$ cat src/rtl/sdht_pkg.sv
package sdht_pkg;

   localparam int SLOTS = 32;
   localparam int SLOT_W = (SLOTS > 1) ? $clog2(SLOTS) : 1;
   localparam bit SLOTS_POW2 = ((SLOTS & (SLOTS - 1)) == 0);

   // exact width of lip + lport + rip + rport
   localparam int SUM_W = 34;
   localparam int DIGIT_W = 8;
   localparam int HASH_STEPS = (SUM_W + DIGIT_W - 1) / DIGIT_W;
   localparam int PAD_W = HASH_STEPS * DIGIT_W;
   localparam int STEP_W = $clog2(HASH_STEPS + 1);

   // table entry: valid bit over owner id
   localparam int ID_W = 8;
   localparam int ENTRY_W = ID_W + 1;

   typedef enum logic [2:0] {
      OP_REG_LISTENER = 3'd0,
      OP_REG_CONN     = 3'd1,
      OP_REM_LISTENER = 3'd2,
      OP_REM_CONN     = 3'd3,
      OP_LOOKUP       = 3'd4
   } op_type;

   typedef enum logic [1:0] {
      ST_OK    = 2'd0,
      ST_TAKEN = 2'd1,
      ST_MISS  = 2'd2
   } status_type;

   typedef struct packed {
      logic [2:0]      operation;
      logic [31:0]     near_addr;
      logic [15:0]     near_port;
      logic [31:0]     far_addr;
      logic [15:0]     far_port;
      logic [ID_W-1:0] socket_id;
   } req_type;

   typedef struct packed {
      logic [1:0]      status;
      logic [ID_W-1:0] found_id;
      logic            found_in_listener;
   } rsp_type;

endpackage

$ cat src/rtl/sdht_req_if.sv
interface sdht_req_if
   import sdht_pkg::*;
   ();
   logic    valid;
   logic    ready;
   req_type payload;

   modport source (output valid, output payload, input ready);
   modport sink (input valid, input payload, output ready);
endinterface

$ cat src/rtl/sdht_rsp_if.sv
interface sdht_rsp_if
   import sdht_pkg::*;
   ();
   logic    valid;
   logic    ready;
   rsp_type payload;

   modport source (output valid, output payload, input ready);
   modport sink (input valid, input payload, output ready);
endinterface

$ cat src/rtl/sdht_ram.sv
module sdht_ram #(
   parameter int WIDTH = 8,
   parameter int DEPTH = 32
) (
   input  logic                                         clock,
   input  logic                                         wr_en,
   input  logic [((DEPTH > 1) ? $clog2(DEPTH) : 1)-1:0] wr_addr,
   input  logic [WIDTH-1:0]                             wr_data,
   input  logic [((DEPTH > 1) ? $clog2(DEPTH) : 1)-1:0] rd_addr,
   output logic [WIDTH-1:0]                             rd_data
);

   logic [WIDTH-1:0] mem_ff [DEPTH];
   logic [WIDTH-1:0] rd_data_ff;

   always_ff @(posedge clock) begin
      if (wr_en) begin
         mem_ff[wr_addr] <= wr_data;
      end
      rd_data_ff <= mem_ff[rd_addr];
   end

   assign rd_data = rd_data_ff;

endmodule

$ cat src/rtl/socket_demux_hash_table.sv
// Channel   Role    Handshake        Payload
// req_bus   sink    valid / ready    operation, tuple, socket_id
// rsp_bus   source  valid / ready    status, found_id, found_in_listener
//
// A request passes accept, table read, and update and response when SLOTS is
// a power of two, else S_HASH comes after accept: the slot modulo runs one
// 8-bit digit per cycle. The table RAMs read through a register. After reset
// a clearing pass writes every slot of both tables with req_bus.ready low.
// A stalled response holds the update step; the next request is taken while
// a response waits in the output register.
module socket_demux_hash_table
   import sdht_pkg::*;
(
   input logic        clock,
   input logic        reset,
   sdht_req_if.sink   req_bus,
   sdht_rsp_if.source rsp_bus
);

   typedef enum logic [2:0] {
      S_CLEAR,
      S_IDLE,
      S_HASH,
      S_READ,
      S_DONE
   } state_type;

   localparam logic [SLOT_W:0] SLOTS_EXT = (SLOT_W + 1)'(SLOTS);

   state_type           state_ff, state_in;
   logic [SLOT_W-1:0]   clr_ff, clr_in;
   logic [STEP_W-1:0]   step_ff, step_in;
   logic                rsp_valid_ff, rsp_valid_in;
   rsp_type             rsp_data_ff, rsp_data_in;
   logic [2:0]          op_ff, op_in;
   logic [ID_W-1:0]     id_ff, id_in;
   logic [PAD_W-1:0]    lsh_ff, lsh_in;
   logic [PAD_W-1:0]    csh_ff, csh_in;
   logic [SLOT_W-1:0]   lslot_ff, lslot_in;
   logic [SLOT_W-1:0]   cslot_ff, cslot_in;

   logic [SUM_W-1:0]    lsum, csum;
   logic                accept, done_go;
   logic [ENTRY_W-1:0]  l_rd, c_rd;
   logic                l_we, c_we;
   logic [SLOT_W-1:0]   l_waddr, c_waddr;
   logic [ENTRY_W-1:0]  l_wdata, c_wdata;
   logic                l_upd, c_upd;
   logic [ENTRY_W-1:0]  l_upd_data, c_upd_data;
   rsp_type             result;

   // shift one digit into a remainder kept below SLOTS
   function automatic logic [SLOT_W-1:0] mod_digit(input logic [SLOT_W-1:0]  rem,
                                                   input logic [DIGIT_W-1:0] digit);
      logic [SLOT_W:0] acc;
      acc = {1'b0, rem};
      for (int i = DIGIT_W - 1; i >= 0; i--) begin
         acc = {acc[SLOT_W-1:0], digit[i]};
         if (acc >= SLOTS_EXT) begin
            acc = acc - SLOTS_EXT;
         end
      end
      return acc[SLOT_W-1:0];
   endfunction

   assign lsum = SUM_W'(req_bus.payload.near_addr) + SUM_W'(req_bus.payload.near_port);
   assign csum = lsum + SUM_W'(req_bus.payload.far_addr)
               + SUM_W'(req_bus.payload.far_port);

   assign req_bus.ready = (state_ff == S_IDLE);
   assign accept = req_bus.valid && req_bus.ready;
   assign done_go = (state_ff == S_DONE) && (!rsp_valid_ff || rsp_bus.ready);

   sdht_ram #(.WIDTH(ENTRY_W), .DEPTH(SLOTS)) u_listener_ram (
      .clock   (clock),
      .wr_en   (l_we),
      .wr_addr (l_waddr),
      .wr_data (l_wdata),
      .rd_addr (lslot_ff),
      .rd_data (l_rd)
   );

   sdht_ram #(.WIDTH(ENTRY_W), .DEPTH(SLOTS)) u_connection_ram (
      .clock   (clock),
      .wr_en   (c_we),
      .wr_addr (c_waddr),
      .wr_data (c_wdata),
      .rd_addr (cslot_ff),
      .rd_data (c_rd)
   );

   // table update and response for the request in S_DONE
   always_comb begin
      l_upd = 1'b0;
      c_upd = 1'b0;
      l_upd_data = {1'b1, id_ff};
      c_upd_data = {1'b1, id_ff};
      result.status = ST_OK;
      result.found_id = '0;
      result.found_in_listener = 1'b0;
      case (op_ff)
         OP_REG_LISTENER: begin
            if (l_rd[ID_W] && (l_rd[ID_W-1:0] != id_ff)) begin
               result.status = ST_TAKEN;
            end else begin
               l_upd = 1'b1;
            end
         end
         OP_REG_CONN: begin
            if (c_rd[ID_W] && (c_rd[ID_W-1:0] != id_ff)) begin
               result.status = ST_TAKEN;
            end else begin
               c_upd = 1'b1;
            end
         end
         OP_REM_LISTENER: begin
            l_upd = l_rd[ID_W] && (l_rd[ID_W-1:0] == id_ff);
            l_upd_data = '0;
         end
         OP_REM_CONN: begin
            c_upd = c_rd[ID_W] && (c_rd[ID_W-1:0] == id_ff);
            c_upd_data = '0;
         end
         OP_LOOKUP: begin
            if (c_rd[ID_W]) begin
               result.found_id = c_rd[ID_W-1:0];
            end else if (l_rd[ID_W]) begin
               result.found_id = l_rd[ID_W-1:0];
               result.found_in_listener = 1'b1;
            end else begin
               result.status = ST_MISS;
            end
         end
         default: begin
         end
      endcase
   end

   always_comb begin
      if (state_ff == S_CLEAR) begin
         l_we = 1'b1;
         c_we = 1'b1;
         l_waddr = clr_ff;
         c_waddr = clr_ff;
         l_wdata = '0;
         c_wdata = '0;
      end else begin
         l_we = done_go && l_upd;
         c_we = done_go && c_upd;
         l_waddr = lslot_ff;
         c_waddr = cslot_ff;
         l_wdata = l_upd_data;
         c_wdata = c_upd_data;
      end
   end

   always_comb begin
      state_in = state_ff;
      clr_in = clr_ff;
      step_in = step_ff;
      rsp_valid_in = rsp_valid_ff;
      rsp_data_in = rsp_data_ff;
      op_in = op_ff;
      id_in = id_ff;
      lsh_in = lsh_ff;
      csh_in = csh_ff;
      lslot_in = lslot_ff;
      cslot_in = cslot_ff;

      if (rsp_valid_ff && rsp_bus.ready) begin
         rsp_valid_in = 1'b0;
      end

      case (state_ff)
         S_CLEAR: begin
            clr_in = clr_ff + 1'b1;
            if (clr_ff == SLOT_W'(SLOTS - 1)) begin
               state_in = S_IDLE;
            end
         end
         S_IDLE: begin
            if (accept) begin
               op_in = req_bus.payload.operation;
               id_in = req_bus.payload.socket_id;
               lsh_in = PAD_W'(lsum);
               csh_in = PAD_W'(csum);
               step_in = '0;
               if (SLOTS_POW2) begin
                  lslot_in = lsum[SLOT_W-1:0];
                  cslot_in = csum[SLOT_W-1:0];
                  state_in = S_READ;
               end else begin
                  lslot_in = '0;
                  cslot_in = '0;
                  state_in = S_HASH;
               end
            end
         end
         S_HASH: begin
            lslot_in = mod_digit(lslot_ff, lsh_ff[PAD_W-1 -: DIGIT_W]);
            cslot_in = mod_digit(cslot_ff, csh_ff[PAD_W-1 -: DIGIT_W]);
            lsh_in = lsh_ff << DIGIT_W;
            csh_in = csh_ff << DIGIT_W;
            step_in = step_ff + 1'b1;
            if (step_ff == STEP_W'(HASH_STEPS - 1)) begin
               state_in = S_READ;
            end
         end
         S_READ: begin
            state_in = S_DONE;
         end
         S_DONE: begin
            if (done_go) begin
               rsp_valid_in = 1'b1;
               rsp_data_in = result;
               state_in = S_IDLE;
            end
         end
         default: begin
            state_in = S_IDLE;
         end
      endcase
   end

   always_ff @(posedge clock) begin
      rsp_data_ff <= rsp_data_in;
      op_ff <= op_in;
      id_ff <= id_in;
      lsh_ff <= lsh_in;
      csh_ff <= csh_in;
      lslot_ff <= lslot_in;
      cslot_ff <= cslot_in;
      step_ff <= step_in;
      if (reset) begin
         state_ff <= S_CLEAR;
         clr_ff <= '0;
         rsp_valid_ff <= 1'b0;
      end else begin
         state_ff <= state_in;
         clr_ff <= clr_in;
         rsp_valid_ff <= rsp_valid_in;
      end
   end

   assign rsp_bus.valid = rsp_valid_ff;
   assign rsp_bus.payload = rsp_data_ff;

endmodule
$ cat src/flat_wrapper.sv
// flat-port wrapper written by rule: the top's interface ports become plain ports
module socket_demux_hash_table_flat import sdht_pkg::*;
  (clock, reset, req_bus_valid, req_bus_payload, req_bus_ready, rsp_bus_valid, rsp_bus_payload, rsp_bus_ready);
  sdht_req_if req_bus_i ();
  sdht_rsp_if rsp_bus_i ();
  input logic clock;
  input logic reset;
  input wire logic [$bits(req_bus_i.valid)-1:0] req_bus_valid;
  input wire logic [$bits(req_bus_i.payload)-1:0] req_bus_payload;
  output wire logic [$bits(req_bus_i.ready)-1:0] req_bus_ready;
  output wire logic [$bits(rsp_bus_i.valid)-1:0] rsp_bus_valid;
  output wire logic [$bits(rsp_bus_i.payload)-1:0] rsp_bus_payload;
  input wire logic [$bits(rsp_bus_i.ready)-1:0] rsp_bus_ready;
  assign req_bus_i.valid = req_bus_valid;
  assign req_bus_i.payload = req_bus_payload;
  assign req_bus_ready = req_bus_i.ready;
  assign rsp_bus_valid = rsp_bus_i.valid;
  assign rsp_bus_payload = rsp_bus_i.payload;
  assign rsp_bus_i.ready = rsp_bus_ready;
  socket_demux_hash_table u_core (.clock(clock), .reset(reset), .req_bus(req_bus_i), .rsp_bus(rsp_bus_i));
endmodule
$ cat config.mk
export PLATFORM = sky130hd
export DESIGN_NAME = socket_demux_hash_table_flat
export DESIGN_NICKNAME = d
export VERILOG_FILES = /design/src/rtl/sdht_pkg.sv /design/src/rtl/sdht_req_if.sv /design/src/rtl/sdht_rsp_if.sv /design/src/rtl/sdht_ram.sv /design/src/rtl/socket_demux_hash_table.sv /design/src/flat_wrapper.sv
export SDC_FILE = /design/constraint.sdc
export NUM_CORES = 1
export LEC_CHECK = 0
export BUFFER_PORTS_ARGS = -buffer_cell sky130_fd_sc_hd__clkbuf_2
export CORE_MARGIN = 1.5
export CORE_UTILIZATION = 40
export CTS_BUF_LIST = sky130_fd_sc_hd__clkbuf_8
export DETAILED_ROUTE_END_ITERATION = 7
export PLACE_DENSITY = 0.63
export SLEW_MARGIN = 20
export SYNTH_ARGS = -nofsm -noshare
export SYNTH_HDL_FRONTEND = slang
export SYNTH_SLANG_ARGS = --single-unit
$ cat constraint.sdc
create_clock -name clock -period 5.3 [get_ports clock]
set_input_delay 1.06 -clock clock [delete_from_list [all_inputs] [get_ports clock]]
set_output_delay 1.06 -clock clock [all_outputs]
set_load 0.01 [all_outputs]
== Word level (Yosys, flattened, before mapping) ==
Memory sizes are Yosys's and may differ from the RTL's. A register that Yosys moved wholly into a read port is not among the register bits.
Index checks and enable logic that the tools add are counted.

* Flip-flop bits (word level): 124
* Bits in latches: 0
* Memory bits (writable): 576
* Memory bits (read-only): 0
* Bits of input ports: 111
* Output and inout port bits: 13
* Logic and storage cells: 161
* Memories kept: 2

{| class="wikitable"
|+ Memories
! memory !! depth !! width !! rd ports !! clocked after Yosys merged registers in !! wr ports !! RTL line !! text
|-
| u_core.u_connection_ram.mem_ff || 32 || 9 || 1 || 1 || 1 || sdht_ram.sv:13 || <nowiki>logic [WIDTH-1:0] mem_ff [DEPTH];</nowiki>
|-
| u_core.u_listener_ram.mem_ff || 32 || 9 || 1 || 1 || 1 || sdht_ram.sv:13 ||
|}

* $add $sub $neg: 21
* Multiply operators: 0
* Div/mod/pow operators: 0
* Order comparisons: 16
* Equality and inequality tests: 18
* Shift operators: 0
* Multiplexer cells: 71
* Bitwise operators: 1
* Reductions and logical operators: 19

{| class="wikitable"
|+ Operators by type and width
! operator !! count
|-
| two-way mux 5 bit || 34
|-
| one-hot mux 40 bit (2 select lines) || 2
|-
| greater-or-equal comparator 6 bit (second input constant) || 16
|-
| two-way mux 40 bit || 2
|-
| subtractor 5 x 1 -> 5 bit (second input constant) || 16
|-
| two-way mux 9 bit || 5
|-
| adder 34 x 16 -> 34 bit || 1
|-
| adder 34 x 32 -> 34 bit || 1
|-
| adder 32 x 16 -> 33 bit || 1
|-
| one-hot mux 5 bit (2 select lines) || 2
|-
| == test 8 bit || 2
|-
| inequality test 8 bit || 2
|-
| two-way mux 3 bit || 5
|-
| one-hot mux 3 bit (5 select lines) || 1
|-
| two-way mux 1 bit || 13
|-
| == test 3 x 2 -> 1 bit (second input constant) || 4
|-
| == test 3 bit (second input constant) || 3
|-
| logical AND 1 bit || 9
|-
| two-way mux 8 bit || 1
|-
| == test 3 x 1 -> 1 bit (second input constant) || 2
|-
| zero test 3 bit || 2
|-
| one-hot mux 2 bit (3 select lines) || 1
|-
| one-hot mux 3 bit (2 select lines) || 1
|-
| AND reduction 2 bit || 3
|-
| other kinds (13) || 17
|}

== Depth between registers and ports, before layout ==
Gate-level depths: netlist (run 1).

* Word-level depth: 24
* Mapped depth: 19
* Mapped depth without buffers: 17

== By module ==
From an unflattened synthesis (run 1), not the netlist that was laid out.

* Cells, all modules: 1,685
* Area total of the unflattened synthesis: 29,881.2 um^2

{| class="wikitable"
|+ By module, submodules not included
! module !! times used !! cells each !! area each (um^2)
|-
| sdht_ram || 2 || 463 || 11,282.1
|-
| socket_demux_hash_table || 1 || 759 || 7,317.0
|}

== Worst setup path before layout (run 1) ==
OpenSTA, ideal clock, no wires.

* Path type: input -> register
* From: input req_bus_payload[56]
* To: register u_core.csh_ff[20] (data pin)
* Library setup time: 0.256 ns
* Arrival: 4.828 ns
* Data required time: 5.044 ns
* Setup slack: 0.216 ns
* Stages: 17
* Buffers on the path: 0
* Path through: ha_1 -> inv_1 -> fa_1 -> nor2b_1 -> o21ai_0 -> a21oi_1 -> o21ai_0 -> a21oi_1 -> xor2_1 -> fa_1 -> ha_1 -> a21oi_1 -> a21boi_0 -> o311ai_2 -> a31oi_1 -> or3_1 -> a31o_2

* Cells in the longest elaborated chain, start to end: 5

{| class="wikitable"
|+ RTL lines
! what !! RTL line !! text
|-
| from (decl) || flat_wrapper.sv:9 || <nowiki>input wire logic [$bits(req_bus_i.payload)-1:0] req_bus_payload;</nowiki>
|-
| adder 32 x 16 -> 33 bit || socket_demux_hash_table.sv:66 || <nowiki>assign lsum = SUM_W'(req_bus.payload.near_addr) + SUM_W'(req_bus.payload.near_port);</nowiki>
|-
| adder 34 x 32 -> 34 bit || socket_demux_hash_table.sv:67 || <nowiki>assign csum = lsum + SUM_W'(req_bus.payload.far_addr)</nowiki>
|-
| adder 34 x 16 -> 34 bit || socket_demux_hash_table.sv:68 || <nowiki>+ SUM_W'(req_bus.payload.far_port);</nowiki>
|-
| two-way mux 40 bit || socket_demux_hash_table.sv:182 || <nowiki>if (accept) begin</nowiki>
|-
| one-hot mux 40 bit (2 select lines) || socket_demux_hash_table.sv:174 || <nowiki>case (state_ff)</nowiki>
|-
| via u_core.csh_in[20] || socket_demux_hash_table.sv:38 || <nowiki>logic [PAD_W-1:0] csh_ff, csh_in;</nowiki>
|-
| to (signal assigned) || socket_demux_hash_table.sv:230 || <nowiki>csh_ff <= csh_in;</nowiki>
|-
| to (decl) || socket_demux_hash_table.sv:38 ||
|}

The timed path passes the listed nets, and every way through them passes these cells. The select of a mux whose other input is x is not followed.
A chain may end at the register's enable or synchronous reset.

== Worst setup path in the final report (run 1) ==
* From: input req_bus_payload[56]
* To: register u_core.csh_ff[32] (data pin)

Same word-level chain as after synthesis.

==> flow_summary.yaml, run 1 <==
run_status:
  status: "finished, final reports clean"
setup_path:
  regToRegSetupSlack_ps: 1840
  cp-start-kind: "input pin"
  worstPathRequired_ps: 5720
  crit_arrival_ps: 5300
  rr_startpoint: "u_core.id_ff[6]"
  rr_endpoint: "u_core.u_connection_ram.mem_ff[8][7]"
  reg2reg_depth: 6
  cp_max_fo: 7
  worstSetupEndpointType: "flip-flop"
  path_class: "input pin to flip-flop"
clocking:
  htreeDepth: 3
  ctsLongestPathBuffers: 3
  cts-resized-gates: 0
  cts_sinks: 688
  cts_root_buf: "clkbuf_8"
  clk_pin_slew_ps: 60
  cts_tree: "done"
  clk_latency_ps: 730
  cts_made_buffers: 109
  hold_buffers: 0
  cts_setup_buffers: 0
route:
  drtIter0Drc: 1471
  drt_wl_total_mm: 71.1
  drt.antenna.violating_nets: 0
  drc: 0
  via_per_inst: 5.56
  vias: 17000
  firstDrtPassIters: 5
  avgRoutedWirePerCell_um: 23.3
yosys:
  synth.avg_cell_area_um2: 17.0
  synth.yosys.warnings: 0
  synth_cell_types: 69
  syn_nets: 1981
  synth.ff_latch_count: 688
  synth.area.top_cells: "edfxtp_1, mux4_2, ha_1, dfxtp_1, nor2_1"
  synth_area_um2: 30300
  synth_edf_count: 661
  synth_flop_cell: "edfxtp_1"
  ys_seq_area_share_pct: 67.2
  yosysTopAreaCell: "edfxtp_1"
  syn-instance-count: 1784
  netlist.area_leader.share_pct: 65.4
  ys_async_sr_fraction_pct: 0
sta:
  finalSetupViolCount: 0
  slew_violations: 0
  fin_crit_ps: 4880
  finClkSkew_ps: 53.8
  layout_setup_ws_ps: 420
  rsz0062_at_grt: "no"
  hold_violations: 0
  worstMarginPinSlew_ps: 1130
  period_share_pct: 92.1
  timing.hold.ws_ps: 519
  max_freq_ghz: 0.205
  relSlewSlack_pct: 24.5
global_routing:
  grt_usage_pct: 18.3
  antenna_found_initial: 3
  grt_pass1_wl_mm: 106
  grt-ovfl-total: 0
  first_global_vias: 17200
  grt_max_degree: 73
worst_hold_path:
  hp-class: "flip-flop to flip-flop"
  holdPathStages: 1
  holdPathEnd: "u_core.csh_ff[36]"
  min-delay-start: "u_core.csh_ff[28]"
place:
  io_buffers: 123
  dp_hpwl_mm: 46.7
  place_congestion: 0.884
  dp_slack_ps: -278
  place_area_um2: 32300
cells_and_area:
  syn2layout_area_growth_pct: 13.4
  fin_util_pct: 46.0
  drive_gt1_share_pct: 27.0
  fin_area_um2: 34400
  multi_input_comb_area_um2: 9470
  n_fill_cell: 6437
  nNetsFinal: 2187
  seq_area_um2: 20400
die:
  die-width_um: 278
  die_area_um2: 77500
  pin_count: 124
  start_util_pct: 40.6
  rows: 100
  fp.dieH_um: 278
  core_area_um2: 74800
power_and_ir_drop:
  leakage_nw: 12.1
  switchingPower_mw: 2.77
  p_int_mw: 8.69
  sw_frac_of_total_pct: 24.2
  power.density_nw_per_um2: 333
  irDropWorstVdd_uv: 195
  p_comb_share_pct: 9.8
  p_total_mw: 11.5
  pwr-share-clk_pct: 37.8
  seqPwrFrac_pct: 52.4
run:
  drv_cap: 0
-- cells in the mapped netlist (4+ instances only) --
master,n
a21o_1,28
nor2b_1,12
mux2_2,20
ha_1,68
mux2i_1,6
nand3_1,28
and3_1,13
xor2_1,16
buf_1,9
inv_1,37
o211ai_1,6
xnor2_1,36
clkbuf_1,54
o21a_1,4
fa_1,18
o31ai_1,5
nor3_1,22
and2_1,31
a211oi_1,7
dfxtp_1,27
nand2b_1,10
nand4_1,21
buf_2,8
nor4_1,5
nor2_1,136
a31oi_1,15
mux4_2,180
a31o_2,4
a21bo_2,4
a21oi_1,73
edfxtp_1,661
o21ai_0,28
nand3b_1,12
or3_1,9
nand2_1,99
buf_4,14
-- metrics by stage --
step           std cells  setup TNS [ps]
6_report            3050               0
5_1_grt             3049               0
4_1_cts             3047               0
3_5_place_dp        2847           -1640
3_3_place_gp        2847            -587
2_1_floorplan       1784               0
-- cell type report --
class | instances | share of cell area [%]
well taps | 969 | 3.52
flip-flops and latches | 688 | 59.2
inverters | 37 | 0.403
multi-input cells | 972 | 27.5
repair buffers | 182 | 3.21
diodes | 2 | 0.0145
clock buffers | 110 | 4.40
clock inverters | 90 | 1.71
-- critical path, cell delays in order --
cell and delay (ps):
clkbuf_2 90, ha_1 170, inv_1 60, fa_1 390
nor2b_1 130, o21ai_0 150, a21oi_1 250, o21ai_0 120
buf_4 170, nor4b_1 140, nor3_1 290, fa_1 470
ha_1 310, nand4_1 200, a2111oi_2 400, o21ai_2 180
a2111oi_2 430, o31a_1 210, o31ai_2 70
-- metal layers --
layer  track usage (%)  vias up  share of wire, %
met5             0.813        -              0.14
met4              6.28        4               2.4
met3              4.15      111               7.8
met2              28.5      671                47
met1              25.4     8653                43
li1                  -     7529                 -
-- power groups by stage --
| stage | registers (mW) | clock network [mW] | logic [mW] |
|---|---|---|---|
| final | 6.00 | 4.33 | 1.12 |
| after global routing | 6.00 | 4.67 | 1.24 |
| after CTS | 6.00 | 4.43 | 1.12 |
| after detailed placement | 6.12 | 0 | 1.11 |
| after global placement | 6.11 | 0 | 1.10 |
| after floorplan | 6.11 | 0 | 0.723 |
-- worst max-delay path by stage --
stage,startpoint,endpoint,cells past startpoint
finish,req_bus_payload[56],u_core.csh_ff[32],19
global route,req_bus_payload[56],u_core.csh_ff[32],19
CTS,req_bus_payload[56],u_core.csh_ff[32],19
detailed placement,req_bus_payload[56],u_core.csh_ff[32],19
global placement,req_bus_payload[56],u_core.csh_ff[32],19
floorplan,req_bus_payload[56],u_core.csh_ff[20],17
-- cell usage in the layout, fill, tap and decap left out, drive strengths merged, types with 36 or more instances in the layout --
| cell | instances |
|---|---|
| clkbuf | 233 |
| nand2 | 99 |
| edfxtp | 661 |
| a21oi | 73 |
| xnor2 | 36 |
| mux4 | 180 |
| clkinv | 36 |
| buf | 59 |
| inv | 79 |
| ha | 68 |
| nor2 | 136 |
-- sequential cells by signal (all words and copies together), names as in the netlist, 8 cells and up --
signal	flops
u_core.u_connection_ram.mem_ff	288
u_core.u_listener_ram.mem_ff	288
u_core.csh_ff	25
u_core.lsh_ff	25
u_core.rsp_bus.payload	11
u_core.u_connection_ram.rd_data	9
u_core.u_listener_ram.rd_data	9
u_core.id_ff	8
-- cells by family after synthesis --
logic type               synth area share (%)
adder cells (fa/ha/maj)                  3.99
XOR/XNOR                                 1.50
flip-flops                               67.2
multiplexers                             14.3
buffers and inverters                    1.79
AND/OR/NAND/NOR                          6.53
AO/OA/AOI/OAI                            4.70
Power figures use the tool's default switching activity.
==> run 2, diff against run 1 <==
--- a/config.mk
+++ b/config.mk
@@ -10,7 +10,7 @@
 export CORE_UTILIZATION = 40
 export CTS_BUF_LIST = sky130_fd_sc_hd__clkbuf_8
 export DETAILED_ROUTE_END_ITERATION = 7
-export PLACE_DENSITY = 0.63
+export PLACE_DENSITY = 0.53
 export SLEW_MARGIN = 20
 export SYNTH_ARGS = -nofsm -noshare
 export SYNTH_HDL_FRONTEND = slang
==> constraint.sdc (replaced) <==
create_clock -name clock -period 5 [get_ports clock]
set_input_delay 1 -clock clock [delete_from_list [all_inputs] [get_ports clock]]
set_output_delay 1 -clock clock [all_outputs]
set_load 0.01 [all_outputs]
==> flow_summary.yaml, run 2 (synthesized netlist as in run 1, its figures left out) <==
run_status:
  status: "finished, final reports clean"
place:
  dp_slack_ps: -434
  place_congestion: 0.836
  io_buffers: 123
  dp_hpwl_mm: 47.5
clocking:
  hold_buffers: 0
  cts_sinks: 688
  cts_tree: "done"
  cts_made_buffers: 112
  clk_latency_ps: 730
  clk_pin_slew_ps: 60
  cts_root_buf: "clkbuf_8"
  htreeDepth: 3
  ctsLongestPathBuffers: 3
  cts_setup_buffers: 0
  cts-resized-gates: 0
power_and_ir_drop:
  leakage_nw: 12.4
  pwr-share-clk_pct: 37.1
  irDropWorstVdd_uv: 217
  switchingPower_mw: 2.94
  p_comb_share_pct: 10.4
  sw_frac_of_total_pct: 24.3
  seqPwrFrac_pct: 52.6
  p_int_mw: 9.17
  power.density_nw_per_um2: 348
setup_path:
  worstSetupEndpointType: "flip-flop"
  worstPathRequired_ps: 5430
  cp_max_fo: 6
  cp-start-kind: "input pin"
  crit_arrival_ps: 5160
  path_class: "input pin to flip-flop"
  regToRegSetupSlack_ps: 1690
die:
  pin_count: 124
  die_area_um2: 77500
  core_area_um2: 74800
  die-width_um: 278
  fp.dieH_um: 278
  start_util_pct: 40.6
  rows: 100
global_routing:
  grt_pass1_wl_mm: 108
  antenna_found_initial: 4
  grt_usage_pct: 18.7
  grt-ovfl-total: 0
  grt_max_degree: 52
  first_global_vias: 17400
route:
  drtIter0Drc: 1280
  drt.antenna.violating_nets: 0
  firstDrtPassIters: 5
  drc: 0
  vias: 16900
  via_per_inst: 5.44
  drt_wl_total_mm: 71.9
  avgRoutedWirePerCell_um: 23.1
cells_and_area:
  final_cell_mix: "edfxtp_1, mux4_2, nor2_1"
  fin_util_pct: 46.6
  nNetsFinal: 2245
  syn2layout_area_growth_pct: 14.8
  mostFrequentLayoutCell: "edfxtp_1"
  multi_input_comb_area_um2: 9490
  seq_area_um2: 20400
  drive_gt1_share_pct: 28.9
  top_regs: "u_core.u_connection_ram.mem_ff (288), u_core.u_listener_ram.mem_ff (288)"
  n_fill_cell: 6546
sta:
  layout_setup_ws_ps: 268
  hold_violations: 0
  worstMarginPinSlew_ps: 1040
  max_freq_ghz: 0.211
  relSlewSlack_pct: 30.1
  finClkSkew_ps: 33.1
  fin_crit_ps: 4730
  slew_violations: 0
  period_share_pct: 94.6
  rsz0062_at_grt: "no"
  finalSetupViolCount: 0
run:
  drv_cap: 0
worst_hold_path:
  hp-class: "input pin to flip-flop"
-- run 2: metal layers --
| layer | wire, um | part of all wire [%] | track usage, % | vias up |
|---|---|---|---|---|
| li1 | - | - | - | 7654 |
| met3 | 3750 | 5.2 | 2.75 | 92 |
| met2 | 33800 | 47 | 29.6 | 460 |
| met4 | 1270 | 1.8 | 5.52 | 0 |
| met5 | 0 | 0 | 0 | - |
| met1 | 33100 | 46 | 26.9 | 8743 |
-- run 2: layout make-up --
class | count | area share, %
timing repair buffer | 237 | 4.41
antenna | 3 | 0.0216
clock buffer | 115 | 4.54
tap | 969 | 3.48
clock inverter | 93 | 1.36
multi-input combinational | 972 | 27.3
sequential | 688 | 58.5
inverter | 37 | 0.399
-- run 2: worst paths after layout --
path / startpoint / endpoint / depth (start not counted)
min reg2reg: u_core.lsh_ff[35] / u_core.lslot_ff[3] / 1
min: req_bus_payload[1] / u_core.id_ff[1] / 1
max reg2reg: u_core.id_ff[3] / u_core.u_connection_ram.mem_ff[15][3] / 6
max: req_bus_payload[56] / u_core.csh_ff[32] / 18
-- run 2: critical path, cell delays in order --
cell       delay [ps]
clkbuf_2           80
ha_1              160
inv_1              60
fa_1              400
nor2b_1           130
o21ai_0           110
a21oi_1           290
o21ai_1           150
nor4b_1           170
nor3_1            270
fa_1              480
ha_1              310
nand4_1           200
a2111oi_2         380
o21ai_2           200
a2111oi_2         490
o31a_1            210
o31ai_2            70
-- run 2: stage by stage --
stage	setup TNS [ps]	total power [mW]	hold WS, ps	area (um2)	instances
final	0	12.1	458	34800	3114
after global routing	0	12.6	425	34800	3113
after CTS	0	12.2	385	34800	3110
after detailed placement	-2230	7.74	505	32700	2902
after global placement	-1360	7.73	506	32700	2901
after floorplan	0	7.25	490	30400	1784
-- run 2: power groups by stage --
| stage | Clock, mW | Combinational (mW) | Sequential [mW] |
|---|---|---|---|
| after floorplan | 0 | 0.773 | 6.47 |
| after global placement | 0 | 1.25 | 6.48 |
| after detailed placement | 0 | 1.26 | 6.48 |
| after CTS | 4.61 | 1.27 | 6.36 |
| after global routing | 4.83 | 1.40 | 6.36 |
| final | 4.49 | 1.26 | 6.36 |
